$ cat config.mk
export PLATFORM = sky130hd
export DESIGN_NAME = sm4_cbc_encrypt_top
export DESIGN_NICKNAME = d
export VERILOG_FILES = /design/src/rtl/sm4_pkg.sv /design/src/rtl/sm4_cbc_encrypt_top.sv
export VERILOG_INCLUDE_DIRS = /design/src /design/src/rtl
export SDC_FILE = /design/constraint.sdc
export NUM_CORES = 2
export LEC_CHECK = 0
export BUFFER_PORTS_ARGS = -buffer_cell sky130_fd_sc_hd__buf_2
export CAP_MARGIN = 10
export CORE_MARGIN = 3
export CORE_UTILIZATION = 45
export CTS_BUF_LIST = sky130_fd_sc_hd__clkbuf_8
export DETAILED_ROUTE_END_ITERATION = 7
export GPL_TIMING_DRIVEN = 0
export SLEW_MARGIN = 15
export SYNTH_ARGS = -nofsm -noshare
export SYNTH_HDL_FRONTEND = slang
export SYNTH_SLANG_ARGS = --single-unit
$ cat constraint.sdc
create_clock -name clk_i -period 19.3 [get_ports clk_i]
set_clock_uncertainty 0.15 [all_clocks]
set_input_delay 0 -clock clk_i [delete_from_list [all_inputs] [get_ports clk_i]]
set_output_delay 0 -clock clk_i [all_outputs]
set_load 0.01 [all_outputs]
$ cat src/rtl/sm4_cbc_encrypt_top_macros.svh
// Assertion macros for the SM4 CBC encryption block.
`ifndef SM4_CBC_ENCRYPT_TOP_MACROS_SVH
`define SM4_CBC_ENCRYPT_TOP_MACROS_SVH
`ifndef ASSERT_OFF
`define SM4_ASSERT(label, clk, rstn, prop) \
  label: assert property (@(posedge clk) disable iff (!rstn) prop) else $error("assertion failed");
`define SM4_ASSERT_RST(label, clk, prop) \
  label: assert property (@(posedge clk) prop) else $error("reset check failed");
`else
`define SM4_ASSERT(label, clk, rstn, prop)
`define SM4_ASSERT_RST(label, clk, prop)
`endif
`endif

$ cat src/rtl/sm4_pkg.sv
package sm4_pkg;

  localparam int RoundCount = 32;
  localparam int RndW = $clog2(RoundCount);

  localparam logic [1:0] CFG_KEY_HIGH = 2'd0;
  localparam logic [1:0] CFG_KEY_LOW  = 2'd1;
  localparam logic [1:0] CFG_IV_HIGH  = 2'd2;
  localparam logic [1:0] CFG_IV_LOW   = 2'd3;

  localparam logic [127:0] FK = 128'ha3b1bac6_56aa3350_677d9197_b27022dc;

  typedef enum logic [1:0] {
    ST_IDLE,
    ST_EXPAND,
    ST_CRYPT,
    ST_OUT
  } state_e;

  localparam logic [7:0] SBOX [256] = '{
    8'hd6,8'h90,8'he9,8'hfe,8'hcc,8'he1,8'h3d,8'hb7,8'h16,8'hb6,8'h14,8'hc2,8'h28,8'hfb,8'h2c,8'h05,
    8'h2b,8'h67,8'h9a,8'h76,8'h2a,8'hbe,8'h04,8'hc3,8'haa,8'h44,8'h13,8'h26,8'h49,8'h86,8'h06,8'h99,
    8'h9c,8'h42,8'h50,8'hf4,8'h91,8'hef,8'h98,8'h7a,8'h33,8'h54,8'h0b,8'h43,8'hed,8'hcf,8'hac,8'h62,
    8'he4,8'hb3,8'h1c,8'ha9,8'hc9,8'h08,8'he8,8'h95,8'h80,8'hdf,8'h94,8'hfa,8'h75,8'h8f,8'h3f,8'ha6,
    8'h47,8'h07,8'ha7,8'hfc,8'hf3,8'h73,8'h17,8'hba,8'h83,8'h59,8'h3c,8'h19,8'he6,8'h85,8'h4f,8'ha8,
    8'h68,8'h6b,8'h81,8'hb2,8'h71,8'h64,8'hda,8'h8b,8'hf8,8'heb,8'h0f,8'h4b,8'h70,8'h56,8'h9d,8'h35,
    8'h1e,8'h24,8'h0e,8'h5e,8'h63,8'h58,8'hd1,8'ha2,8'h25,8'h22,8'h7c,8'h3b,8'h01,8'h21,8'h78,8'h87,
    8'hd4,8'h00,8'h46,8'h57,8'h9f,8'hd3,8'h27,8'h52,8'h4c,8'h36,8'h02,8'he7,8'ha0,8'hc4,8'hc8,8'h9e,
    8'hea,8'hbf,8'h8a,8'hd2,8'h40,8'hc7,8'h38,8'hb5,8'ha3,8'hf7,8'hf2,8'hce,8'hf9,8'h61,8'h15,8'ha1,
    8'he0,8'hae,8'h5d,8'ha4,8'h9b,8'h34,8'h1a,8'h55,8'had,8'h93,8'h32,8'h30,8'hf5,8'h8c,8'hb1,8'he3,
    8'h1d,8'hf6,8'he2,8'h2e,8'h82,8'h66,8'hca,8'h60,8'hc0,8'h29,8'h23,8'hab,8'h0d,8'h53,8'h4e,8'h6f,
    8'hd5,8'hdb,8'h37,8'h45,8'hde,8'hfd,8'h8e,8'h2f,8'h03,8'hff,8'h6a,8'h72,8'h6d,8'h6c,8'h5b,8'h51,
    8'h8d,8'h1b,8'haf,8'h92,8'hbb,8'hdd,8'hbc,8'h7f,8'h11,8'hd9,8'h5c,8'h41,8'h1f,8'h10,8'h5a,8'hd8,
    8'h0a,8'hc1,8'h31,8'h88,8'ha5,8'hcd,8'h7b,8'hbd,8'h2d,8'h74,8'hd0,8'h12,8'hb8,8'he5,8'hb4,8'hb0,
    8'h89,8'h69,8'h97,8'h4a,8'h0c,8'h96,8'h77,8'h7e,8'h65,8'hb9,8'hf1,8'h09,8'hc5,8'h6e,8'hc6,8'h84,
    8'h18,8'hf0,8'h7d,8'hec,8'h3a,8'hdc,8'h4d,8'h20,8'h79,8'hee,8'h5f,8'h3e,8'hd7,8'hcb,8'h39,8'h48
  };

  function automatic logic [31:0] tau(logic [31:0] v);
    return {SBOX[v[31:24]], SBOX[v[23:16]], SBOX[v[15:8]], SBOX[v[7:0]]};
  endfunction

  function automatic logic [31:0] rotl(logic [31:0] v, int n);
    return (v << n) | (v >> (32 - n));
  endfunction

  // CK word i: byte j is (4i+j)*7 modulo 256.
  function automatic logic [31:0] ck_word(logic [RndW-1:0] i);
    logic [7:0] b0;
    b0 = 8'({i, 2'b00}) * 8'd7;
    return {b0, b0 + 8'd7, b0 + 8'd14, b0 + 8'd21};
  endfunction

endpackage

$ cat src/rtl/sm4_cbc_encrypt_top.sv
// SM4 block encryption in CBC mode.
// Input channel: plain_high_i/plain_low_i/restart_i, accepted when in_valid_i and
// in_ready_o are both high. Output channel: cipher_high_o/cipher_low_o, a
// transaction completes when out_valid_o and out_ready_i are both high.
// Configuration: cfg_we_i writes cfg_data_i to register cfg_idx_i (0 key high,
// 1 key low, 2 IV high, 3 IV low). The user must make writes only while the
// block is idle; the block itself does not enforce this.
// Datapath: one round per cycle, round keys read from a 32-entry
// synchronous memory. A block runs all 32 rounds and then presents the
// result in the output state. The first block after a key write (or reset)
// first expands the round keys into the memory. The CBC chain makes each
// block depend on the previous ciphertext, so one block is in flight at a time.
// Reset clears the chaining value, the key/IV registers and marks the round
// keys as stale. If the receiver stalls, the result register holds and no new
// transaction is accepted until the ciphertext is taken.
module sm4_cbc_encrypt_top import sm4_pkg::*; (
  input  logic        clk_i,
  input  logic        rst_ni,
  input  logic        cfg_we_i,
  input  logic [1:0]  cfg_idx_i,
  input  logic [63:0] cfg_data_i,
  input  logic        in_valid_i,
  output logic        in_ready_o,
  input  logic [63:0] plain_high_i,
  input  logic [63:0] plain_low_i,
  input  logic        restart_i,
  output logic        out_valid_o,
  input  logic        out_ready_i,
  output logic [63:0] cipher_high_o,
  output logic [63:0] cipher_low_o
);

`include "sm4_cbc_encrypt_top_macros.svh"

  logic [127:0] key_q, iv_q, chain_q;
  logic         keys_ready_q;
  state_e       state_q, state_d;
  logic [RndW:0] cnt_q, cnt_d;
  logic [31:0]  x_q [4];
  logic [31:0]  x_d [4];
  logic [31:0]  rk_mem [RoundCount];
  logic [31:0]  rk_rd_q;
  logic         rk_we;
  logic [RndW-1:0] rk_waddr, rk_raddr;
  logic [31:0]  rk_wdata;
  logic [31:0]  mix, b, nw;
  logic [127:0] start_blk;
  logic         accept;
  logic [127:0] pend_q;

  assign in_ready_o  = (state_q == ST_IDLE);
  assign out_valid_o = (state_q == ST_OUT);
  assign accept      = in_valid_i && in_ready_o;
  assign cipher_high_o = chain_q[127:64];
  assign cipher_low_o  = chain_q[63:0];
  assign start_blk = {plain_high_i, plain_low_i} ^ (restart_i ? iv_q : chain_q);

  // Round key memory, one write and one registered read per cycle.
  always_ff @(posedge clk_i) begin
    if (rk_we) begin
      rk_mem[rk_waddr] <= rk_wdata;
    end
    rk_rd_q <= rk_mem[rk_raddr];
  end

  always_ff @(posedge clk_i or negedge rst_ni) begin
    if (!rst_ni) begin
      key_q <= '0;
      iv_q <= '0;
      chain_q <= '0;
      keys_ready_q <= 1'b0;
      state_q <= ST_IDLE;
      cnt_q <= '0;
    end else begin
      state_q <= state_d;
      cnt_q <= cnt_d;
      if (cfg_we_i) begin
        unique case (cfg_idx_i)
          CFG_KEY_HIGH: begin
            key_q[127:64] <= cfg_data_i;
            keys_ready_q <= 1'b0;
          end
          CFG_KEY_LOW: begin
            key_q[63:0] <= cfg_data_i;
            keys_ready_q <= 1'b0;
          end
          CFG_IV_HIGH: iv_q[127:64] <= cfg_data_i;
          CFG_IV_LOW:  iv_q[63:0] <= cfg_data_i;
          default: ;
        endcase
      end
      if (state_q == ST_EXPAND && state_d != ST_EXPAND) begin
        keys_ready_q <= 1'b1;
      end
      if (state_q == ST_CRYPT && state_d == ST_OUT) begin
        chain_q <= {x_d[3], x_d[2], x_d[1], x_d[0]};
      end
    end
  end

  always_ff @(posedge clk_i) begin
    x_q <= x_d;
  end

  // Shared round datapath: key schedule uses CK and L', encryption the
  // round key from memory and L.
  always_comb begin
    mix = x_q[1] ^ x_q[2] ^ x_q[3] ^
          ((state_q == ST_EXPAND) ? ck_word(cnt_q[RndW-1:0]) : rk_rd_q);
    b = tau(mix);
    if (state_q == ST_EXPAND) begin
      nw = x_q[0] ^ b ^ rotl(b, 13) ^ rotl(b, 23);
    end else begin
      nw = x_q[0] ^ b ^ rotl(b, 2) ^ rotl(b, 10) ^ rotl(b, 18) ^ rotl(b, 24);
    end
  end

  always_comb begin
    state_d = state_q;
    cnt_d = cnt_q;
    x_d = x_q;
    rk_we = 1'b0;
    rk_waddr = cnt_q[RndW-1:0];
    rk_wdata = nw;
    rk_raddr = '0;
    unique case (state_q)
      ST_IDLE: begin
        if (accept) begin
          if (keys_ready_q) begin
            state_d = ST_CRYPT;
            x_d = '{start_blk[127:96], start_blk[95:64], start_blk[63:32], start_blk[31:0]};
          end else begin
            state_d = ST_EXPAND;
            // The chained block waits in pend_q while the keys expand.
            x_d = '{key_q[127:96] ^ FK[127:96], key_q[95:64] ^ FK[95:64],
                    key_q[63:32] ^ FK[63:32], key_q[31:0] ^ FK[31:0]};
          end
          cnt_d = '0;
        end
      end
      ST_EXPAND: begin
        rk_we = 1'b1;
        x_d = '{x_q[1], x_q[2], x_q[3], nw};
        cnt_d = cnt_q + 1'b1;
        rk_raddr = '0;
        if (cnt_q == (RndW+1)'(RoundCount - 1)) begin
          state_d = ST_CRYPT;
          cnt_d = '0;
          x_d = '{pend_q[127:96], pend_q[95:64], pend_q[63:32], pend_q[31:0]};
        end
      end
      ST_CRYPT: begin
        rk_raddr = cnt_q[RndW-1:0] + 1'b1;
        x_d = '{x_q[1], x_q[2], x_q[3], nw};
        cnt_d = cnt_q + 1'b1;
        if (cnt_q == (RndW+1)'(RoundCount - 1)) begin
          state_d = ST_OUT;
        end
      end
      ST_OUT: begin
        if (out_ready_i) begin
          state_d = ST_IDLE;
        end
      end
      default: state_d = ST_IDLE;
    endcase
  end

  // Chained input block kept while the key schedule runs. The IDLE read of
  // address zero primes the memory for the first round.
  always_ff @(posedge clk_i) begin
    if (accept) begin
      pend_q <= start_blk;
    end
  end

  `SM4_ASSERT(a_no_accept_busy, clk_i, rst_ni, (state_q != ST_IDLE) |-> !in_ready_o)
  `SM4_ASSERT(a_out_hold, clk_i, rst_ni, (out_valid_o && !out_ready_i) |=> (out_valid_o && $stable(chain_q)))
  `SM4_ASSERT(a_keys_before_crypt, clk_i, rst_ni, (state_q == ST_CRYPT) |-> keys_ready_q)
  `SM4_ASSERT_RST(a_reset_idle, clk_i, !rst_ni |=> (state_q == ST_IDLE))

endmodule
# [Word level (Yosys, flattened, before mapping)]
# Memories as Yosys holds them, arrays and structs flattened. A register that Yosys moved wholly into a read port is not among the register bits.
# Index checks and enable logic that the tools add are counted.
[totals] reg_bits=649 ram_bits=1024 mem_bits_ro=8192 inputBits=200 out_inout_bits=130 elab_cells=109 n_memories=5
[memory_table] name="(no name shown)" depth=256 width=8 read_ports=1 rd_clocked_by_memory_dff=0 wr=0 line="sm4_pkg.sv:40" rtl="return {SBOX[v[31:24]], SBOX[v[23:16]], SBOX[v[15:8]], SBOX[v[7:0]]};"
[memory_table] name="(no name shown)" depth=256 width=8 read_ports=1 rd_clocked_by_memory_dff=0 wr=0 line="sm4_pkg.sv:40"
[memory_table] name="(no name shown)" depth=256 width=8 read_ports=1 rd_clocked_by_memory_dff=0 wr=0 line="sm4_pkg.sv:40"
[memory_table] name="(no name shown)" depth=256 width=8 read_ports=1 rd_clocked_by_memory_dff=0 wr=0 line="sm4_pkg.sv:40"
[memory_table] name="rk_mem" depth=32 width=32 read_ports=1 rd_clocked_by_memory_dff=1 wr=1 line="sm4_cbc_encrypt_top.sv:41" rtl="logic [31:0] rk_mem [RoundCount];"
[classes] n_addsub=5 mul=1 n_lt_le_gt_ge=4 eq_ne=10 n_mux=31 n_bitwise=25 n_reduce_logical=15
[ops] op="2-to-1 mux 128 bit" count=4
[ops] op="case mux 128 bit (3 select lines)" count=1
[ops] op="XOR 32 bit" count=10
[ops] op="XOR 128 bit" count=1
[ops] op="2-to-1 mux 32 bit" count=2
[ops] op="2-to-1 mux 8 bit" count=8
[ops] op="greater-or-equal comparator 9 bit (second input constant)" count=4
[ops] op="NOT 8 -> 9 bit" count=4
[ops] op="OR 32 x 10 -> 32 bit" count=1
[ops] op="OR 32 x 13 -> 32 bit" count=1
[ops] op="OR 32 x 18 -> 32 bit" count=1
[ops] op="OR 32 x 2 -> 32 bit" count=1
[ops] op="OR 32 x 23 -> 32 bit" count=1
[ops] op="OR 32 x 24 -> 32 bit" count=1
[ops] op="NOT 14 bit" count=2
[ops] op="NOT 19 bit" count=1
[ops] op="case mux 6 bit (3 select lines)" count=1
[ops] op="NOT 17 bit" count=1
[ops] op="2-to-1 mux 6 bit" count=2
[ops] op="AND reduction 2 bit" count=6
[ops] op="equality test 2 bit (second input constant)" count=5
[ops] op="2-to-1 mux 2 bit" count=5
[ops] op="adder 8 x 3 -> 8 bit (second input constant)" count=1
[ops] op="adder 8 x 4 -> 8 bit (second input constant)" count=1
[ops] op="other kinds (15)" count=26

# [Longest topological paths before layout]
[logic_depth] ltp_word=16 mapped_depth=27 depth_no_buf=18

# [Worst setup path before layout]
# No wires, ideal clock.
[synth_timing] path_kind="register to register" startpoint="register cnt_q[0]" endpoint="memory rk_mem[0][12] (data pin)" setup_time_ns=0.454 arrival_ns=6.917 slack_ns=11.779 path_stages_with_launch=24 path_cell_list="dfrtp_1 -> buf_6 -> buf_2 -> inv_1 -> clkbuf_1 -> clkbuf_1 -> clkbuf_1 -> fa_1 -> inv_1 -> ha_1 -> fa_1 -> buf_2 -> xnor2_1 -> a211oi_1 -> or2_1 -> buf_2 -> buf_4 -> nor3_1 -> a2111oi_0 -> o31ai_1 -> a311oi_4 -> xnor2_2 -> xnor3_1 -> o21ai_0"
[synth_between] elab_chain_len=14 elab_cells_between_ends=36 classes_between="add/sub (3); mul (1); mux (10); bitwise (18); memory (4)"
[synth_lines] item="start: declaration" line="sm4_cbc_encrypt_top.sv:38" rtl="logic [RndW:0] cnt_q, cnt_d;"
[synth_lines] item="start signal: assignment" line="sm4_cbc_encrypt_top.sv:76" rtl="cnt_q <= cnt_d;"
[synth_lines] item="multiplier 5 x 3 -> 6 bit *" line="sm4_pkg.sv:50" rtl="b0 = 8'({i, 2'b00}) * 8'd7;"
[synth_lines] item="adder 8 x 4 -> 8 bit" line="sm4_pkg.sv:51" rtl="return {b0, b0 + 8'd7, b0 + 8'd14, b0 + 8'd21};"
[synth_lines] item="2-to-1 mux 32 bit *" line="sm4_cbc_encrypt_top.sv:109" rtl="((state_q == ST_EXPAND) ? ck_word(cnt_q[RndW-1:0]) : rk_rd_q);"
[synth_lines] item="XOR 32 bit *" line="sm4_cbc_encrypt_top.sv:108" rtl="mix = x_q[1] ^ x_q[2] ^ x_q[3] ^"
[synth_lines] item="NOT 8 -> 9 bit (not written as such)" line="sm4_pkg.sv:40"
[synth_lines] item="memory (256 x 8 bit)"
[synth_lines] item="2-to-1 mux 8 bit (not written as such) (2 in series)" line="sm4_pkg.sv:40"
[synth_lines] item="XOR 32 bit / OR 32 x 2 -> 32 bit (equally long branches)" line="sm4_cbc_encrypt_top.sv:112, sm4_cbc_encrypt_top.sv:114, sm4_pkg.sv:44"
[synth_lines] item="XOR 32 bit (4 in series)" line="sm4_cbc_encrypt_top.sv:114" rtl="nw = x_q[0] ^ b ^ rotl(b, 2) ^ rotl(b, 10) ^ rotl(b, 18) ^ rotl(b, 24);"
[synth_lines] item="2-to-1 mux 32 bit *" line="sm4_cbc_encrypt_top.sv:111" rtl="if (state_q == ST_EXPAND) begin"
[synth_lines] item="net nw[12]" line="sm4_cbc_encrypt_top.sv:46" rtl="logic [31:0] mix, b, nw;"
[synth_lines] item="end: declaration" line="sm4_cbc_encrypt_top.sv:41"
# The timed path passes the listed nets; every way through them passes the cells marked *. The select of a mux whose other input is x is not followed.

# [Worst setup path in the final report]
[layout_timing] startpoint="register cnt_q[0]" endpoint="memory rk_mem[30][2] (data pin)"
[layout_between] elab_chain_len=14 elab_cells_between_ends=36 classes_between="add/sub (3); mul (1); mux (10); bitwise (18); memory (4)"
[layout_lines] item="multiplier 5 x 3 -> 6 bit *" line="sm4_pkg.sv:50"
[layout_lines] item="adder 8 x 5 -> 8 bit" line="sm4_pkg.sv:51"
[layout_lines] item="2-to-1 mux 32 bit *" line="sm4_cbc_encrypt_top.sv:109"
[layout_lines] item="XOR 32 bit *" line="sm4_cbc_encrypt_top.sv:108"
[layout_lines] item="NOT 8 -> 9 bit (not written as such)" line="sm4_pkg.sv:40"
[layout_lines] item="memory (256 x 8 bit)"
[layout_lines] item="2-to-1 mux 8 bit (not written as such) (2 in series)" line="sm4_pkg.sv:40"
[layout_lines] item="XOR 32 bit / OR 32 x 2 -> 32 bit (equally long branches)" line="sm4_cbc_encrypt_top.sv:112, sm4_cbc_encrypt_top.sv:114, sm4_pkg.sv:44"
[layout_lines] item="XOR 32 bit (4 in series)" line="sm4_cbc_encrypt_top.sv:114"
[layout_lines] item="2-to-1 mux 32 bit *" line="sm4_cbc_encrypt_top.sv:111"
[layout_lines] item="net nw[2]" line="sm4_cbc_encrypt_top.sv:46"
# Marked as above.

==> impl.org <==
** Hold path
- Min-Delay Path Depth :: 6
- Class of the tightest hold or removal check :: in -> reg
- The worst hold path terminates at state_q[1].
- Hold wc startpoint :: out_ready_i

** Drt
- DR vias/cell :: 6.91
- Routed wire length :: 413000 microns
- For this run, design rule violations remaining after detail routing come to 10.
- Routed length per placed instance :: 38.2 microns
- TritonRoute pass-1 iters :: 8
- DRT antenna net count :: 0
- For this block, the initial DRC count from the detailed router was 12500.
- Via count :: 74700

** Cells and area
- Cells with a size suffix above 1 make up 21.1% of the layout.
- Final Instance Area :: 103000 sq um
- Final non-filler cell total :: 10800
- At the end of the flow, the number of nets in the layout was 8374.
- Counting the fill cells in the layout gives 16100.
- From synthesis to final layout, the design area changed by 18.8%.

** Worst setup path
- Critical path startpoint category :: flop
- In this run the register-to-register setup slack is 7.02 ns.
- Launch point of the worst reg-to-reg path :: cnt_q[0]
- CP Capture Type :: flop
- Data arrives at the worst endpoint at 12.67 ns.
- Terminus of the critical flop-to-flop path :: rk_mem[30][2]
- Category of the critical setup timing path :: reg -> reg
- CP max FO :: 32
- Reg2reg path depth :: 25
- For the worst setup path, the data required time is 19.69 ns.

** Placement
- Post-Place Cell Area :: 93700 sq um
- Buffers placed on the I/O ports in this run total 328.
- RD Place Congestion :: 1.01
- The wire-length estimate of the detail-placed layout is 297000 microns.
- Placed cells :: 9896

** STA
- The max-slew violation count came to 0.
- Period utilization :: 63.6%
- Final Hold Viols :: 0
- Headroom to the max-slew limit came out at 6.72%.
- Transition time at the pin with the least slew margin :: 1.40 ns
- Setup total negative slack on the finished layout was measured at 0 ns.
- Peak Freq :: 81.4 MHz
- Unrepaired setup endpoints after global routing :: false
- Count of final setup violators :: 0
- Post-route minimum period :: 12.28 ns

** Global routing
- Pin count of the biggest net entering global routing :: 100
- For this run the aggregate overflow at the end of global routing stands at 0.
- The initial antenna violation count came to 12.
- Total global routing track utilization :: 40.6%
- Via count of the first global-routing pass :: 72400
- First-pass GRT wire length :: 570000 microns

** Clock tree
- After clock tree synthesis, the clock-pin slew on the worst setup and hold paths is 0.06 ns.
- TritonCTS built the clock tree.
- TritonCTS Sinks :: 1705
- The clock passes through at most 4 buffers.
- Setup Buffers After CTS :: 0
- The number of clock buffers added by TritonCTS is 299.
- Number of H-tree levels :: 5
- The root buffer cell chosen for the clock tree is clkbuf_8.
- At the later pin of the worst-skew pair, clock insertion delay measures 1.08 ns.

** Synth
- Summing every instance area after synthesis gives 86800 sq um.
- Post-synthesis cell count :: 6985
- The share of synthesized area in the top cell type comes to 39.8%.
- The synthesized netlist contains 120 unique library cells.
- Count of yosys warnings during synthesis :: 0
- Synthesis inferred 1705 register bits.
- Synthesized area per cell :: 12.4 sq um
- After synthesis, the cell types taking the most area are edfxtp_1 (40%), dfrtp_1 (11%), mux2_2 (5.3%), mux4_2 (5.3%), dfxtp_1 (3.7%).
- In this run, synthesis inferred 1152 flip-flops with an integrated enable.
- Of all flip-flops after synthesis, the portion carrying an async set or reset was 23.0%.
- Most used standard cell by instance count after synthesis :: edfxtp_1
- The commonest cells after synthesis are edfxtp_1 (1152), nand2_1 (739), o21ai_0 (513).
- After synthesis, flip-flops and latches occupy 54.9% of the total area.
- Of all cell types, the one taking the most synthesized area is edfxtp_1.
- Most common flop cell mapped by yosys :: edfxtp_1
- Post-Syn Nets :: 7265

** Floorplanning
- Number of I/O pins :: 330
- The die covers 198000 sq um.
- Measured along the y axis, the die boundary spans 445 microns.
- Number of rows created at floorplan :: 160
- Die boundary width :: 445 microns
- The total area inside the core boundary comes to 191000 sq um.
- Initial core utilization :: 45.5%

** Run status
- The checks that failed: design-rule violations.
- The run finished, with violations left.

** Flow run
- Across the run, the number of max-cap violations was 0.
==> what timing repair did <==
| action | 4_1_cts | 5_1_grt |
|---|---|---|
| hold endpoints to repair | 1021 | 3 |
| hold buffers | 406 | 1 |
| gates resized for setup | 0 | 0 |
==> cells in the final DEF, fill, tap and decap left out, types with 27 or more instances in the layout <==
cell,n
xnor2_1,235
nand2_1,738
buf_6,27
a311oi_1,46
o21ai_0,508
nor2_4,34
nor3_1,119
a221oi_1,55
edfxtp_1,1152
a21oi_1,247
dfrtp_1,393
o22ai_1,143
o31ai_1,29
buf_1,55
xor2_1,84
a221o_1,29
a222oi_1,97
clkinv_1,51
clkbuf_1,346
o211ai_1,73
inv_1,150
nor2_1,275
mux4_2,203
xnor3_1,37
buf_2,449
ha_1,72
a211oi_1,83
o2111ai_1,28
mux2i_1,181
dfxtp_1,160
clkbuf_8,329
a31oi_1,50
o311ai_0,27
buf_12,27
xnor2_2,30
dlygate4sd3_1,406
buf_4,45
mux2_2,411
nand3_1,113
o221ai_1,156
==> layer usage <==
layer | GRT usage, % | vias to the layer above | wire, microns
li1 | - | 29400 | -
met1 | 53.1 | 37600 | 155000
met2 | 60.3 | 6189 | 180000
met5 | 0 | - | 79
met4 | 23.6 | 12 | 29500
met3 | 11.5 | 1515 | 49600
==> registers in the layout (all words and copies together), names as in the netlist <==
signal,cells
rk_mem,1024
chain_q,128
iv_q,128
key_q,128
pend_q,128
x_q,128
rk_rd_q,32
cnt_q,6
state_q,2
keys_ready_q,1
==> worst max-delay path by stage <==
stage / startpoint / end / slack [ns] / cells after the start
after floorplan: cnt_q[0] / rk_mem[0][12] / 11.78 / 23
after global placement: cnt_q[0] / rk_mem[20][3] / 5.43 / 24
after detailed placement: cnt_q[0] / rk_mem[1][2] / 7.43 / 24
after CTS: cnt_q[0] / rk_mem[26][2] / 7.48 / 24
after global routing: cnt_q[0] / rk_mem[30][2] / 7.11 / 24
final: cnt_q[0] / rk_mem[30][2] / 7.02 / 25
==> through the flow <==
step	setup slack, ns	hold WS [ns]	utilization [%]
2_1_floorplan	11.78	-0.446	-
3_3_place_gp	5.43	0.178	48.0
3_5_place_dp	7.43	-0.227	49.1
4_1_cts	7.48	0.00217	54.0
5_1_grt	7.11	0.0206	54.0
6_report	7.02	0.0858	54.0
==> critical path, cell delays in order (launching register included) <==
cell	delay [ns]
dfrtp_1	0.43
buf_6	0.19
buf_2	0.27
inv_1	0.12
clkbuf_1	0.68
clkbuf_1	0.70
clkbuf_1	0.88
fa_1	0.56
inv_1	0.07
ha_1	0.21
fa_1	0.47
buf_2	0.24
and2_1	0.18
mux2i_1	0.32
nand3_1	0.48
nand2_1	0.43
clkbuf_1	0.70
buf_2	0.48
a21oi_1	0.14
o32ai_1	0.85
a311oi_2	0.38
xnor2_1	0.55
xor2_1	0.27
o21ai_1	0.12
xnor2_1	1.01
inv_1	0.86
==> cell families after synthesis <==
family / count (synthesis) / share of synthesized area, %
muxes: 801 / 12.8
buffers and inverters: 654 / 3.30
and+or+nand+nor: 1453 / 7.24
DFF: 1705 / 54.9
xor gates and xnor gates: 423 / 5.29
AOI/OAI and AO/OA: 1869 / 15.3
adders and majority gates: 80 / 1.22
==> area by class of cell <==
cell class | instances | area (sq um) | share of cell area, %
clock buffers | 329 | 4530 | 4.39
repair buffers | 808 | 7160 | 6.95
multi-input cells | 4626 | 37000 | 35.9
well taps | 2511 | 3140 | 3.05
inverters | 62 | 235 | 0.228
clock inverters | 173 | 762 | 0.739
plain buffers | 592 | 2660 | 2.58
diodes | 7 | 17.5 | 0.0170
flip-flops and latches | 1705 | 47600 | 46.2
Power is not shown: default switching activity piles up to over one toggle a cycle in this logic, so the estimate is an artifact.
